## config.mk

```make
export PLATFORM = sky130hd
export DESIGN_NAME = bus_frame_parser
export DESIGN_NICKNAME = d
export VERILOG_FILES = /design/src/rtl/bfp_pkg.sv /design/src/rtl/bus_frame_parser.sv /design/src/rtl/bfp_core.sv /design/src/rtl/bfp_skid.sv
export VERILOG_INCLUDE_DIRS = /design/src /design/src/rtl
export SDC_FILE = /design/constraint.sdc
export NUM_CORES = 1
export LEC_CHECK = 0
export ABC_AREA = 1
export BUFFER_PORTS_ARGS = -buffer_cell sky130_fd_sc_hd__buf_4
export CAP_MARGIN = 20
export CORE_ASPECT_RATIO = 0.7
export CORE_UTILIZATION = 64
export DETAILED_ROUTE_END_ITERATION = 10
export PLACE_DENSITY = 0.85
export RECOVER_POWER = 25
export SYNTH_ARGS = -nofsm -noshare
export SYNTH_HDL_FRONTEND = slang
export SYNTH_SLANG_ARGS = --single-unit
```

## constraint.sdc

```tcl
create_clock -name clk -period 12.1 [get_ports clk]
set_input_delay 3.025 -clock clk [delete_from_list [all_inputs] [get_ports clk]]
set_output_delay 3.025 -clock clk [all_outputs]
set_load 0.05 [all_outputs]
```

## src/rtl/assert_macros.svh

```systemverilog
// Assertion macros used by the top level of the bus frame parser.
// Defining NO_ASSERTIONS removes every check; no other dependencies.
`ifndef ASSERT_MACROS_SVH
`define ASSERT_MACROS_SVH

`ifndef NO_ASSERTIONS
`define BFP_ASSERT(lbl, prop, msg) \
    lbl: assert property (@(posedge clk) disable iff (!rst_n) prop) else $error(msg);
`define BFP_ASSERT_NEVER(lbl, cond, msg) \
    lbl: assert property (@(posedge clk) disable iff (!rst_n) !(cond)) else $error(msg);
`else
`define BFP_ASSERT(lbl, prop, msg)
`define BFP_ASSERT_NEVER(lbl, cond, msg)
`endif

`endif

```

## src/rtl/bfp_pkg.sv

```systemverilog
// Types and constants of the bus frame parser.
// No dependencies; used by bfp_core, bfp_skid and bus_frame_parser.
`timescale 1ns / 1ps

package bfp_pkg;

    localparam logic [7:0] CODE_SOH = 8'h01;
    localparam logic [7:0] CODE_STX = 8'h02;
    localparam logic [7:0] CODE_ETX = 8'h03;
    localparam logic [7:0] CODE_ENQ = 8'h05;
    localparam logic [7:0] CODE_ACK = 8'h06;
    localparam logic [7:0] CODE_NAK = 8'h15;
    localparam logic [7:0] CODE_RS  = 8'h1E;

    localparam logic [7:0] MAX_PAYLOAD_RESET = 8'd16;

    localparam int unsigned TDATA_W = 80;

    typedef enum logic [3:0] {
        PH_HUNT  = 4'd0,
        PH_DST_H = 4'd1,
        PH_DST_L = 4'd2,
        PH_RS    = 4'd3,
        PH_SRC_H = 4'd4,
        PH_SRC_L = 4'd5,
        PH_STX   = 4'd6,
        PH_DIR   = 4'd7,
        PH_CMD   = 4'd8,
        PH_LEN   = 4'd9,
        PH_PAY_H = 4'd10,
        PH_PAY_L = 4'd11,
        PH_ETX   = 4'd12
    } phase_t;

    typedef enum logic [2:0] {
        ST_OK       = 3'd0,
        ST_NO_RS    = 3'd1,
        ST_NO_STX   = 3'd2,
        ST_BAD_DIR  = 3'd3,
        ST_LEN_HIGH = 3'd4,
        ST_NO_ETX   = 3'd5
    } status_t;

    typedef struct packed {
        logic        has_payload;
        logic [15:0] payload;
        logic [7:0]  length;
        logic [7:0]  command;
        logic [7:0]  dir_byte;
        logic [15:0] src_addr;
        logic [15:0] dest_addr;
        status_t     status;
    } result_t;

endpackage

```

## src/rtl/bus_frame_parser.sv

```systemverilog
// Top level of the bus frame parser: byte stream in, frame results out.
// Depends on bfp_pkg, bfp_core, bfp_skid and assert_macros.svh.
`timescale 1ns / 1ps
`include "assert_macros.svh"

// Usage:
//   s_axis carries received bytes, one per request. m_axis carries one
//   result per finished or failed frame; bytes while hunting and bytes in
//   the middle of a frame give no result.
//   cfg_we/cfg_wdata write the payload limit (reset value 16); write it only
//   while no frame is in flight.
// Timing:
//   One byte is accepted per clock while s_axis_tready is high. The byte that
//   ends a frame is parsed in a single pass from the state registers into the
//   output register, or into the skid entry while m_axis stalls.
// Reset:
//   rst_n returns the parser to hunting for ENQ, clears the frame fields,
//   restores the payload limit and empties the output stage.
// Stall:
//   While m_axis_tready is low the result holds and one more result fits
//   in the skid entry; s_axis_tready drops only once that entry is full.

module bus_frame_parser (
    input  logic        clk,
    input  logic        rst_n,
    input  logic        s_axis_tvalid,
    output logic        s_axis_tready,
    input  logic [7:0]  s_axis_tdata,   // [7:0] rx_byte
    output logic        m_axis_tvalid,
    input  logic        m_axis_tready,
    output logic [79:0] m_axis_tdata,   // status, dest_addr, src_addr, dir_byte,
                                        // command, length, payload, zero pad
    output logic        m_axis_tuser,   // has_payload
    input  logic        cfg_we,
    input  logic [7:0]  cfg_wdata       // max_payload
);

    logic [7:0]       max_payload_reg;
    logic             byte_accept;
    logic             res_valid;
    bfp_pkg::result_t res_data;
    bfp_pkg::result_t out_data;

    always_ff @(posedge clk or negedge rst_n)
    begin
        if (!rst_n)
        begin
            max_payload_reg <= bfp_pkg::MAX_PAYLOAD_RESET;
        end
        else if (cfg_we)
        begin
            max_payload_reg <= cfg_wdata;
        end
    end

    assign byte_accept = s_axis_tvalid && s_axis_tready;

    bfp_core u_core (
        .clk         (clk),
        .rst_n       (rst_n),
        .byte_accept (byte_accept),
        .rx_byte     (s_axis_tdata),
        .max_payload (max_payload_reg),
        .res_valid   (res_valid),
        .result      (res_data)
    );

    bfp_skid u_skid (
        .clk       (clk),
        .rst_n     (rst_n),
        .in_valid  (res_valid),
        .in_ready  (s_axis_tready),
        .in_data   (res_data),
        .out_valid (m_axis_tvalid),
        .out_ready (m_axis_tready),
        .out_data  (out_data)
    );

    assign m_axis_tdata = {5'b00000, out_data.payload, out_data.length, out_data.command,
                           out_data.dir_byte, out_data.src_addr, out_data.dest_addr,
                           out_data.status};
    assign m_axis_tuser = out_data.has_payload;

    `BFP_ASSERT(a_ready_low_means_full, !s_axis_tready |-> m_axis_tvalid, "input blocked with empty output")
    `BFP_ASSERT(a_stall_fills_skid, m_axis_tvalid && !m_axis_tready && res_valid |=> !s_axis_tready, "stalled result not held in skid")
    `BFP_ASSERT_NEVER(a_payload_only_ok, m_axis_tvalid && m_axis_tuser && (m_axis_tdata[2:0] != bfp_pkg::ST_OK), "payload flag on error result")

endmodule

```

## src/rtl/bfp_core.sv

```systemverilog
// Frame parsing state machine: one received byte per accepted request.
// Depends on bfp_pkg.
`timescale 1ns / 1ps

module bfp_core (
    input  logic              clk,
    input  logic              rst_n,
    input  logic              byte_accept,
    input  logic [7:0]        rx_byte,
    input  logic [7:0]        max_payload,
    output logic              res_valid,
    output bfp_pkg::result_t  result
);

    bfp_pkg::phase_t  phase_reg, phase_next;
    logic [15:0]      dest_reg, dest_next;
    logic [15:0]      src_reg, src_next;
    logic [7:0]       dir_reg, dir_next;
    logic [7:0]       cmd_reg, cmd_next;
    logic [7:0]       len_reg, len_next;
    logic [15:0]      payload_reg, payload_next;
    logic             emit;
    logic             with_payload;
    bfp_pkg::status_t status;
    logic             len_too_high;

    assign len_too_high = ({1'b0, rx_byte} + 9'd1) > {1'b0, max_payload};

    always_comb
    begin
        phase_next   = phase_reg;
        dest_next    = dest_reg;
        src_next     = src_reg;
        dir_next     = dir_reg;
        cmd_next     = cmd_reg;
        len_next     = len_reg;
        payload_next = payload_reg;
        emit         = 1'b0;
        with_payload = 1'b0;
        status       = bfp_pkg::ST_OK;
        unique case (phase_reg)
            bfp_pkg::PH_DST_H:
            begin
                dest_next  = {rx_byte, 8'h00};
                phase_next = bfp_pkg::PH_DST_L;
            end
            bfp_pkg::PH_DST_L:
            begin
                dest_next  = {dest_reg[15:8], rx_byte};
                phase_next = bfp_pkg::PH_RS;
            end
            bfp_pkg::PH_RS:
            begin
                if (rx_byte != bfp_pkg::CODE_RS)
                begin
                    emit   = 1'b1;
                    status = bfp_pkg::ST_NO_RS;
                end
                else
                begin
                    phase_next = bfp_pkg::PH_SRC_H;
                end
            end
            bfp_pkg::PH_SRC_H:
            begin
                src_next   = {rx_byte, 8'h00};
                phase_next = bfp_pkg::PH_SRC_L;
            end
            bfp_pkg::PH_SRC_L:
            begin
                src_next   = {src_reg[15:8], rx_byte};
                phase_next = bfp_pkg::PH_STX;
            end
            bfp_pkg::PH_STX:
            begin
                if (rx_byte != bfp_pkg::CODE_STX)
                begin
                    emit   = 1'b1;
                    status = bfp_pkg::ST_NO_STX;
                end
                else
                begin
                    phase_next = bfp_pkg::PH_DIR;
                end
            end
            bfp_pkg::PH_DIR:
            begin
                dir_next = rx_byte;
                if (rx_byte == bfp_pkg::CODE_SOH || rx_byte == bfp_pkg::CODE_ACK
                    || rx_byte == bfp_pkg::CODE_NAK)
                begin
                    phase_next = bfp_pkg::PH_CMD;
                end
                else
                begin
                    emit   = 1'b1;
                    status = bfp_pkg::ST_BAD_DIR;
                end
            end
            bfp_pkg::PH_CMD:
            begin
                cmd_next   = rx_byte;
                phase_next = (dir_reg == bfp_pkg::CODE_NAK) ? bfp_pkg::PH_ETX
                                                            : bfp_pkg::PH_LEN;
            end
            bfp_pkg::PH_LEN:
            begin
                len_next = rx_byte;
                if (len_too_high)
                begin
                    emit   = 1'b1;
                    status = bfp_pkg::ST_LEN_HIGH;
                end
                else
                begin
                    phase_next = (rx_byte != 8'h00) ? bfp_pkg::PH_PAY_H
                                                    : bfp_pkg::PH_ETX;
                end
            end
            bfp_pkg::PH_PAY_H:
            begin
                payload_next = {rx_byte, 8'h00};
                phase_next   = bfp_pkg::PH_PAY_L;
            end
            bfp_pkg::PH_PAY_L:
            begin
                payload_next = {payload_reg[15:8], rx_byte};
                phase_next   = bfp_pkg::PH_ETX;
            end
            bfp_pkg::PH_ETX:
            begin
                emit = 1'b1;
                if (rx_byte != bfp_pkg::CODE_ETX)
                begin
                    status = bfp_pkg::ST_NO_ETX;
                end
                else
                begin
                    with_payload = (dir_reg != bfp_pkg::CODE_NAK) && (len_reg != 8'h00);
                end
            end
            default:
            begin
                if (rx_byte == bfp_pkg::CODE_ENQ)
                begin
                    dest_next    = '0;
                    src_next     = '0;
                    dir_next     = '0;
                    cmd_next     = '0;
                    len_next     = '0;
                    payload_next = '0;
                    phase_next   = bfp_pkg::PH_DST_H;
                end
                else
                begin
                    phase_next = bfp_pkg::PH_HUNT;
                end
            end
        endcase
        if (emit)
        begin
            phase_next = bfp_pkg::PH_HUNT;
        end
    end

    always_comb
    begin
        result.status      = status;
        result.dest_addr   = dest_next;
        result.src_addr    = src_next;
        result.dir_byte    = dir_next;
        result.command     = cmd_next;
        result.length      = len_next;
        result.payload     = with_payload ? payload_next : 16'h0000;
        result.has_payload = with_payload;
    end

    assign res_valid = byte_accept && emit;

    always_ff @(posedge clk or negedge rst_n)
    begin
        if (!rst_n)
        begin
            phase_reg   <= bfp_pkg::PH_HUNT;
            dest_reg    <= '0;
            src_reg     <= '0;
            dir_reg     <= '0;
            cmd_reg     <= '0;
            len_reg     <= '0;
            payload_reg <= '0;
        end
        else if (byte_accept)
        begin
            phase_reg   <= phase_next;
            dest_reg    <= dest_next;
            src_reg     <= src_next;
            dir_reg     <= dir_next;
            cmd_reg     <= cmd_next;
            len_reg     <= len_next;
            payload_reg <= payload_next;
        end
    end

endmodule

```

## src/rtl/bfp_skid.sv

```systemverilog
// Registered output stage with one skid entry for frame results.
// Depends on bfp_pkg.
`timescale 1ns / 1ps

module bfp_skid (
    input  logic              clk,
    input  logic              rst_n,
    input  logic              in_valid,
    output logic              in_ready,
    input  bfp_pkg::result_t  in_data,
    output logic              out_valid,
    input  logic              out_ready,
    output bfp_pkg::result_t  out_data
);

    logic             out_valid_reg, out_valid_next;
    logic             skid_valid_reg, skid_valid_next;
    bfp_pkg::result_t out_data_reg, out_data_next;
    bfp_pkg::result_t skid_data_reg, skid_data_next;
    logic             in_fire;

    assign in_ready = !skid_valid_reg;
    assign in_fire  = in_valid && !skid_valid_reg;

    always_comb
    begin
        out_valid_next  = out_valid_reg;
        out_data_next   = out_data_reg;
        skid_valid_next = skid_valid_reg;
        skid_data_next  = skid_data_reg;
        if (!out_valid_reg || out_ready)
        begin
            out_valid_next  = skid_valid_reg || in_fire;
            out_data_next   = skid_valid_reg ? skid_data_reg : in_data;
            skid_valid_next = 1'b0;
        end
        else if (in_fire)
        begin
            skid_valid_next = 1'b1;
            skid_data_next  = in_data;
        end
    end

    always_ff @(posedge clk or negedge rst_n)
    begin
        if (!rst_n)
        begin
            out_valid_reg  <= 1'b0;
            skid_valid_reg <= 1'b0;
        end
        else
        begin
            out_valid_reg  <= out_valid_next;
            skid_valid_reg <= skid_valid_next;
        end
    end

    always_ff @(posedge clk)
    begin
        out_data_reg  <= out_data_next;
        skid_data_reg <= skid_data_next;
    end

    assign out_valid = out_valid_reg;
    assign out_data  = out_data_reg;

endmodule

```

* Yosys cells after proc, flatten, opt, wreduce, memory -nomap -nowiden
Cells that the tools add are included.
Word-level totals: register bits 238, input bits 21, output and inout port bits 83, word-level logic and storage cells 114
Cells by class: add/subtract/negate cells 1, magnitude comparators 1, equal/unequal tests 26, multiplexer cells 38, bitwise operators 1, reduce and logical (&&, ||, !) cells 21
Operators with widths (count):
- 16-bit case mux with 3 select lines | 3
- 76-bit two-way mux | 1
- 16-bit two-way mux | 4
- 4-bit case mux with 12 select lines | 1
- 8-bit case mux with 2 select lines | 3
- 11-bit OR reduction | 3
- 10-bit OR reduction | 3
- 8-bit two-way mux | 3
- 4-bit == test, second input constant | 5
- 4-bit two-way mux | 5
- 4-bit by 3-bit == test with 1-bit output, second input constant | 4
- 8-bit by 3-bit == test with 1-bit output, second input constant | 2
- 8-bit by 5-bit == test with 1-bit output, second input constant | 2
- 8-bit by 2-bit != test with 1-bit output, second input constant | 2
- 8-bit by 5-bit != test with 1-bit output, second input constant | 2
- 8-bit nonzero test | 2
- 3-bit case mux with 5 select lines | 1
- 3-bit two-way mux | 4
- 1-bit two-way mux | 10
- 8-bit by 1-bit adder with 9-bit output, second input constant | 1
- 9-bit by 8-bit greater-than comparator with 1-bit output | 1
- 3-bit by 2-bit != test with 1-bit output, second input constant | 3
- 4-bit by 2-bit == test with 1-bit output, second input constant | 2
- 8-bit by 1-bit == test with 1-bit output, second input constant | 1
- 12 further kinds | 20

* Logic depth before layout (Yosys ltp)
depth in word-level cells 9, depth in mapped cells 20, depth with buffers taken out 19

* Modules after synthesis
From an unflattened synthesis, not the netlist that was laid out.
Unflattened totals: cell total of the unflattened synthesis 1216, area total of the unflattened synthesis 11015.6 um2
Modules (own cells, without submodules):
- bfp_skid | instances 1, cells each 407, area an instance 5622.9 um2, sequential area each 4614.4 um2
- bfp_core | instances 1, cells each 767, area an instance 5037.3 um2, sequential area each 1901.8 um2
- bus_frame_parser | instances 1, cells each 42, area an instance 355.3 um2, sequential area each 201.4 um2

* Worst setup path after synthesis
OpenSTA, ideal clock, no wires.
path type input -> register, start input port m_axis_tready, end register u_skid.skid_data_reg[0] (netlist bit), enable pin, library setup time 511 ps, arrival 8179 ps, required time 11589 ps, path slack 3410 ps, cell stages on the path 3, path buffers 0, path through inv_1 nand2_1 nor2_1
On the way: word-level cells in the longest chain between the ends 3
Ends and longest elaborated chain:
- start: declaration | line bus_frame_parser.sv:30 | input logic m_axis_tready,
- 1-bit logical OR | line bfp_skid.sv:31 | if (!out_valid_reg || out_ready)
- 1-bit NOT (no line)
- 2-bit AND reduction (no line)
- end signal: assignment | line bfp_skid.sv:61 | skid_data_reg <= skid_data_next;
- end: declaration | line bfp_skid.sv:19 | bfp_pkg::result_t skid_data_reg, skid_data_next;
Every way passes these cells. A chain may end at the register's enable or synchronous reset.

==> impl_metrics.py <==
metrics = {
    "worst_setup_path": {
        "crit_fanout": 60,
        "cp-end-kind": "asynchronous set/reset pin",
        "critPathArrivalTime_ns": 6.51,
        "start_kind": "input pin",
        "crit_family": "buffers and inverters",
        "slowest_stage": "clkbuf_1",
        "cp.required_ns": 11.75,
        "crit_chain": "clkbuf_1 > clkbuf_1",
        "crit_path_frequent_cell": "clkbuf_1",
        "slowest_delay_ns": 2.33,
        "path_buf_inv": 2,
        "r2r_setup_slack_ns": 8.27,
        "path_class": "input pin to asynchronous set/reset pin",
    },
    "placed_design": {
        "io_buffers": 98,
        "gp_congestion": 0.968,
        "dpl.hpwl_mm": 16.9,
    },
    "die": {
        "ioPinCount": 104,
        "die_height_microns": 113,
        "initial_core_util_pct": 65.4,
        "die_x_microns": 160,
        "num_rows": 40,
        "core_sq_mm": 0.0171,
        "dieArea_sq_mm": 0.0180,
    },
    "layout": {
        "multi_input_area_sq_mm": 0.00401,
        "final_layout_size_suffix_gt1_share_pct": 19.0,
        "num-fill-cells": 1227,
        "mostFrequentLayoutCell": "nand2_1",
        "mostFrequentLayoutCells": "515 x nand2_1, 152 x edfxtp_1, 96 x buf_4",
        "area_growth_pct": 14.0,
        "n_antenna_cell": 0,
        "final-seq-area_sq_mm": 0.00672,
        "nNetsFinal": 1280,
    },
    "drt": {
        "first_iter_violations": 742,
        "ant_nets": 0,
        "avgRoutedWirePerCell_microns": 17.1,
        "drtPass1Iterations": 5,
        "wirelength_mm": 25.5,
        "vias": 8295,
        "viasPerCell": 5.57,
        "drc_errors": 0,
    },
    "yosys": {
        "synth-xor-area-share_pct": 0.391,
        "synth_top_family_by_area": "simple AND/OR/NAND/NOR gates",
        "synth-edff-count": 152,
        "synthMuxAreaShare_pct": 0.101,
        "seq_area_frac_synth_pct": 60.0,
        "yosysWarnings": 0,
        "synth_top_area_share_pct": 40.8,
        "synth_area_sq_mm": 0.0112,
        "synth_adder_area_share_pct": 1.79,
        "synth_cell_type_count": 41,
        "synthCells": 1158,
        "yosys.area_share.simple_pct": 26.2,
        "ys.flop_type": "edfxtp_1",
        "synth_top_area_cell": "edfxtp_1",
        "netlist_top_cells_area": "edfxtp_1 41%, dfrtp_1 19%, nand2_1 17%",
        "ys_seq_elements": 238,
        "syn-mean-instance-area_sq_um": 9.66,
        "synth-async-reset-ratio_pct": 36.1,
        "synth_compound_area_share_pct": 7.10,
    },
    "clock_tree": {
        "cts_tree": "yes",
        "clkTransAtPathRegs_ns": 0.06,
        "numCtsBuffers": 22,
        "hold_buffers": 0,
        "clk_path_buf_depth": 3,
        "clk_latency_ns": 0.52,
        "clock_sinks": 238,
        "cts_resized": 0,
        "cts_setup_buffers": 0,
        "ctsRootBufferMaster": "clkbuf_16",
        "htreeDepth": 1,
    },
    "worst_hold_path": {
        "min_path_type": "register to register",
    },
    "flow_run": {
        "drv_cap": 3,
    },
    "power": {
        "seq_power_share_pct": 43.6,
        "switching_share_pct": 35.7,
        "p_leak_nw": 6.17,
        "power.density_mw_per_mm2": 203,
        "p_comb_share_pct": 29.9,
        "clkPwrFrac_pct": 26.5,
        "internal_power_w": 0.00167,
        "vdd_drop_max_v": 0.000149,
        "power_switching_w": 0.000927,
    },
    "sta": {
        "finalSetupTns_ns": 0,
        "setup_viol": 0,
        "rsz0062_at_grt": "false",
        "whs_ns": 0.481,
        "worst_slew_pin_slew_ns": 3.18,
        "fmax_ghz": 0.146,
        "hold_violations": 0,
        "period_needed_ns": 6.86,
        "finalCritPeriodShare_pct": 56.7,
        "timing.final.max_slew_violations": 130,
        "slew_headroom_pct": -112,
        "final.setup_skew_ns": 0.0203,
    },
    "grt": {
        "antenna_found_initial": 0,
        "grt_max_degree": 83,
        "grt_pass1_vias": 7631,
        "gr-total-overflow": 0,
        "track_usage_pct": 29.2,
        "grt_pass1_wl_mm": 41.1,
    },
    "run_status": {
        "violations": "capacitance limit, slew limit",
        "outcome": "finished, violations left",
    },
}
-- cells in the mapped netlist (14+ instances only) --
cell type,n
nand3_1,43
dfrtp_1,85
o21ai_2,26
a21oi_1,14
inv_1,58
nor2_1,37
edfxtp_1,152
o21ai_0,34
clkbuf_1,27
nand3_2,15
nand2_1,516
and2_1,16
ha_1,16
nand2_2,18
-- worst paths after layout --
kind	start	endpoint	depth (start not counted)
setup / recovery	rst_n	u_skid.skid_valid_reg$_DFFE_PN0P_	2
hold / removal	u_core.payload_reg[11]$_DFFE_PN0P_	u_core.payload_reg[11]$_DFFE_PN0P_	2
setup reg to reg	u_core.phase_reg[2]$_DFFE_PN0P_	u_skid.skid_data_reg[19]$_DFFE_PP_	11
hold reg to reg	u_core.payload_reg[11]$_DFFE_PN0P_	u_core.payload_reg[11]$_DFFE_PN0P_	2
max in group clk	s_axis_tdata[2]	u_skid.skid_data_reg[19]$_DFFE_PP_	18
min in group asynchronous	rst_n	u_core.dest_reg[13]$_DFFE_PN0P_	1
-- cell families after synthesis --
group / after synthesis
and+or+nand+nor: 671
DFF: 238
buffers and inverters: 117
AOI/OAI and AO/OA: 109
adders and majority gates: 16
xor gates and xnor gates: 5
other: 1
muxes: 1
-- tightest hold or removal path: cells and delay by family (launching register included) --
| family | cells | cell delay, ns |
|---|---|---|
| and+or+nand+nor | 2 | 0.11 |
| DFF | 1 | 0.34 |
-- area by class of cell --
class / count / area share [%]
well taps: 231 / 2.27
flip-flops and latches: 238 / 52.7
multi-input cells: 807 / 31.4
repair buffers: 106 / 6.06
clock buffers: 30 / 4.72
inverters: 68 / 2.00
clock inverters: 10 / 0.873
-- stage by stage --
step / utilization [%] / cells / total power (W) / setup slack, ns / cell area, sq um
finish: 74.5 / 1490 / 0.00260 / 5.24 / 12800
global placement: 70.5 / 1449 / 0.00189 / 5.16 / 12100
detailed placement: 70.5 / 1449 / 0.00191 / 5.03 / 12100
CTS: 74.7 / 1489 / 0.00260 / 5.59 / 12800
floorplan: - / 1162 / 0.00168 / 3.41 / 11200
global route: 74.5 / 1490 / 0.00271 / 4.39 / 12800
-- power groups by stage --
stage	Sequential, W	Combinational, W	Clock [W]
2_1_floorplan	0.00138	0.000302	0
3_3_place_gp	0.00114	0.000749	0
3_5_place_dp	0.00114	0.000770	0
4_1_cts	0.00113	0.000776	0.000697
5_1_grt	0.00115	0.000835	0.000728
6_report	0.00113	0.000775	0.000689
-- routing by layer --
layer | up-vias | part of all wire (%) | global-route usage (%)
li1 | 3928 | - | -
met1 | 3949 | 44 | 43.9
met2 | 373 | 45 | 44.0
met3 | 45 | 8.1 | 5.51
met4 | 0 | 2.4 | 8.13
met5 | - | 0 | 0
No activity file was read; power rests on OpenSTA's default activity.
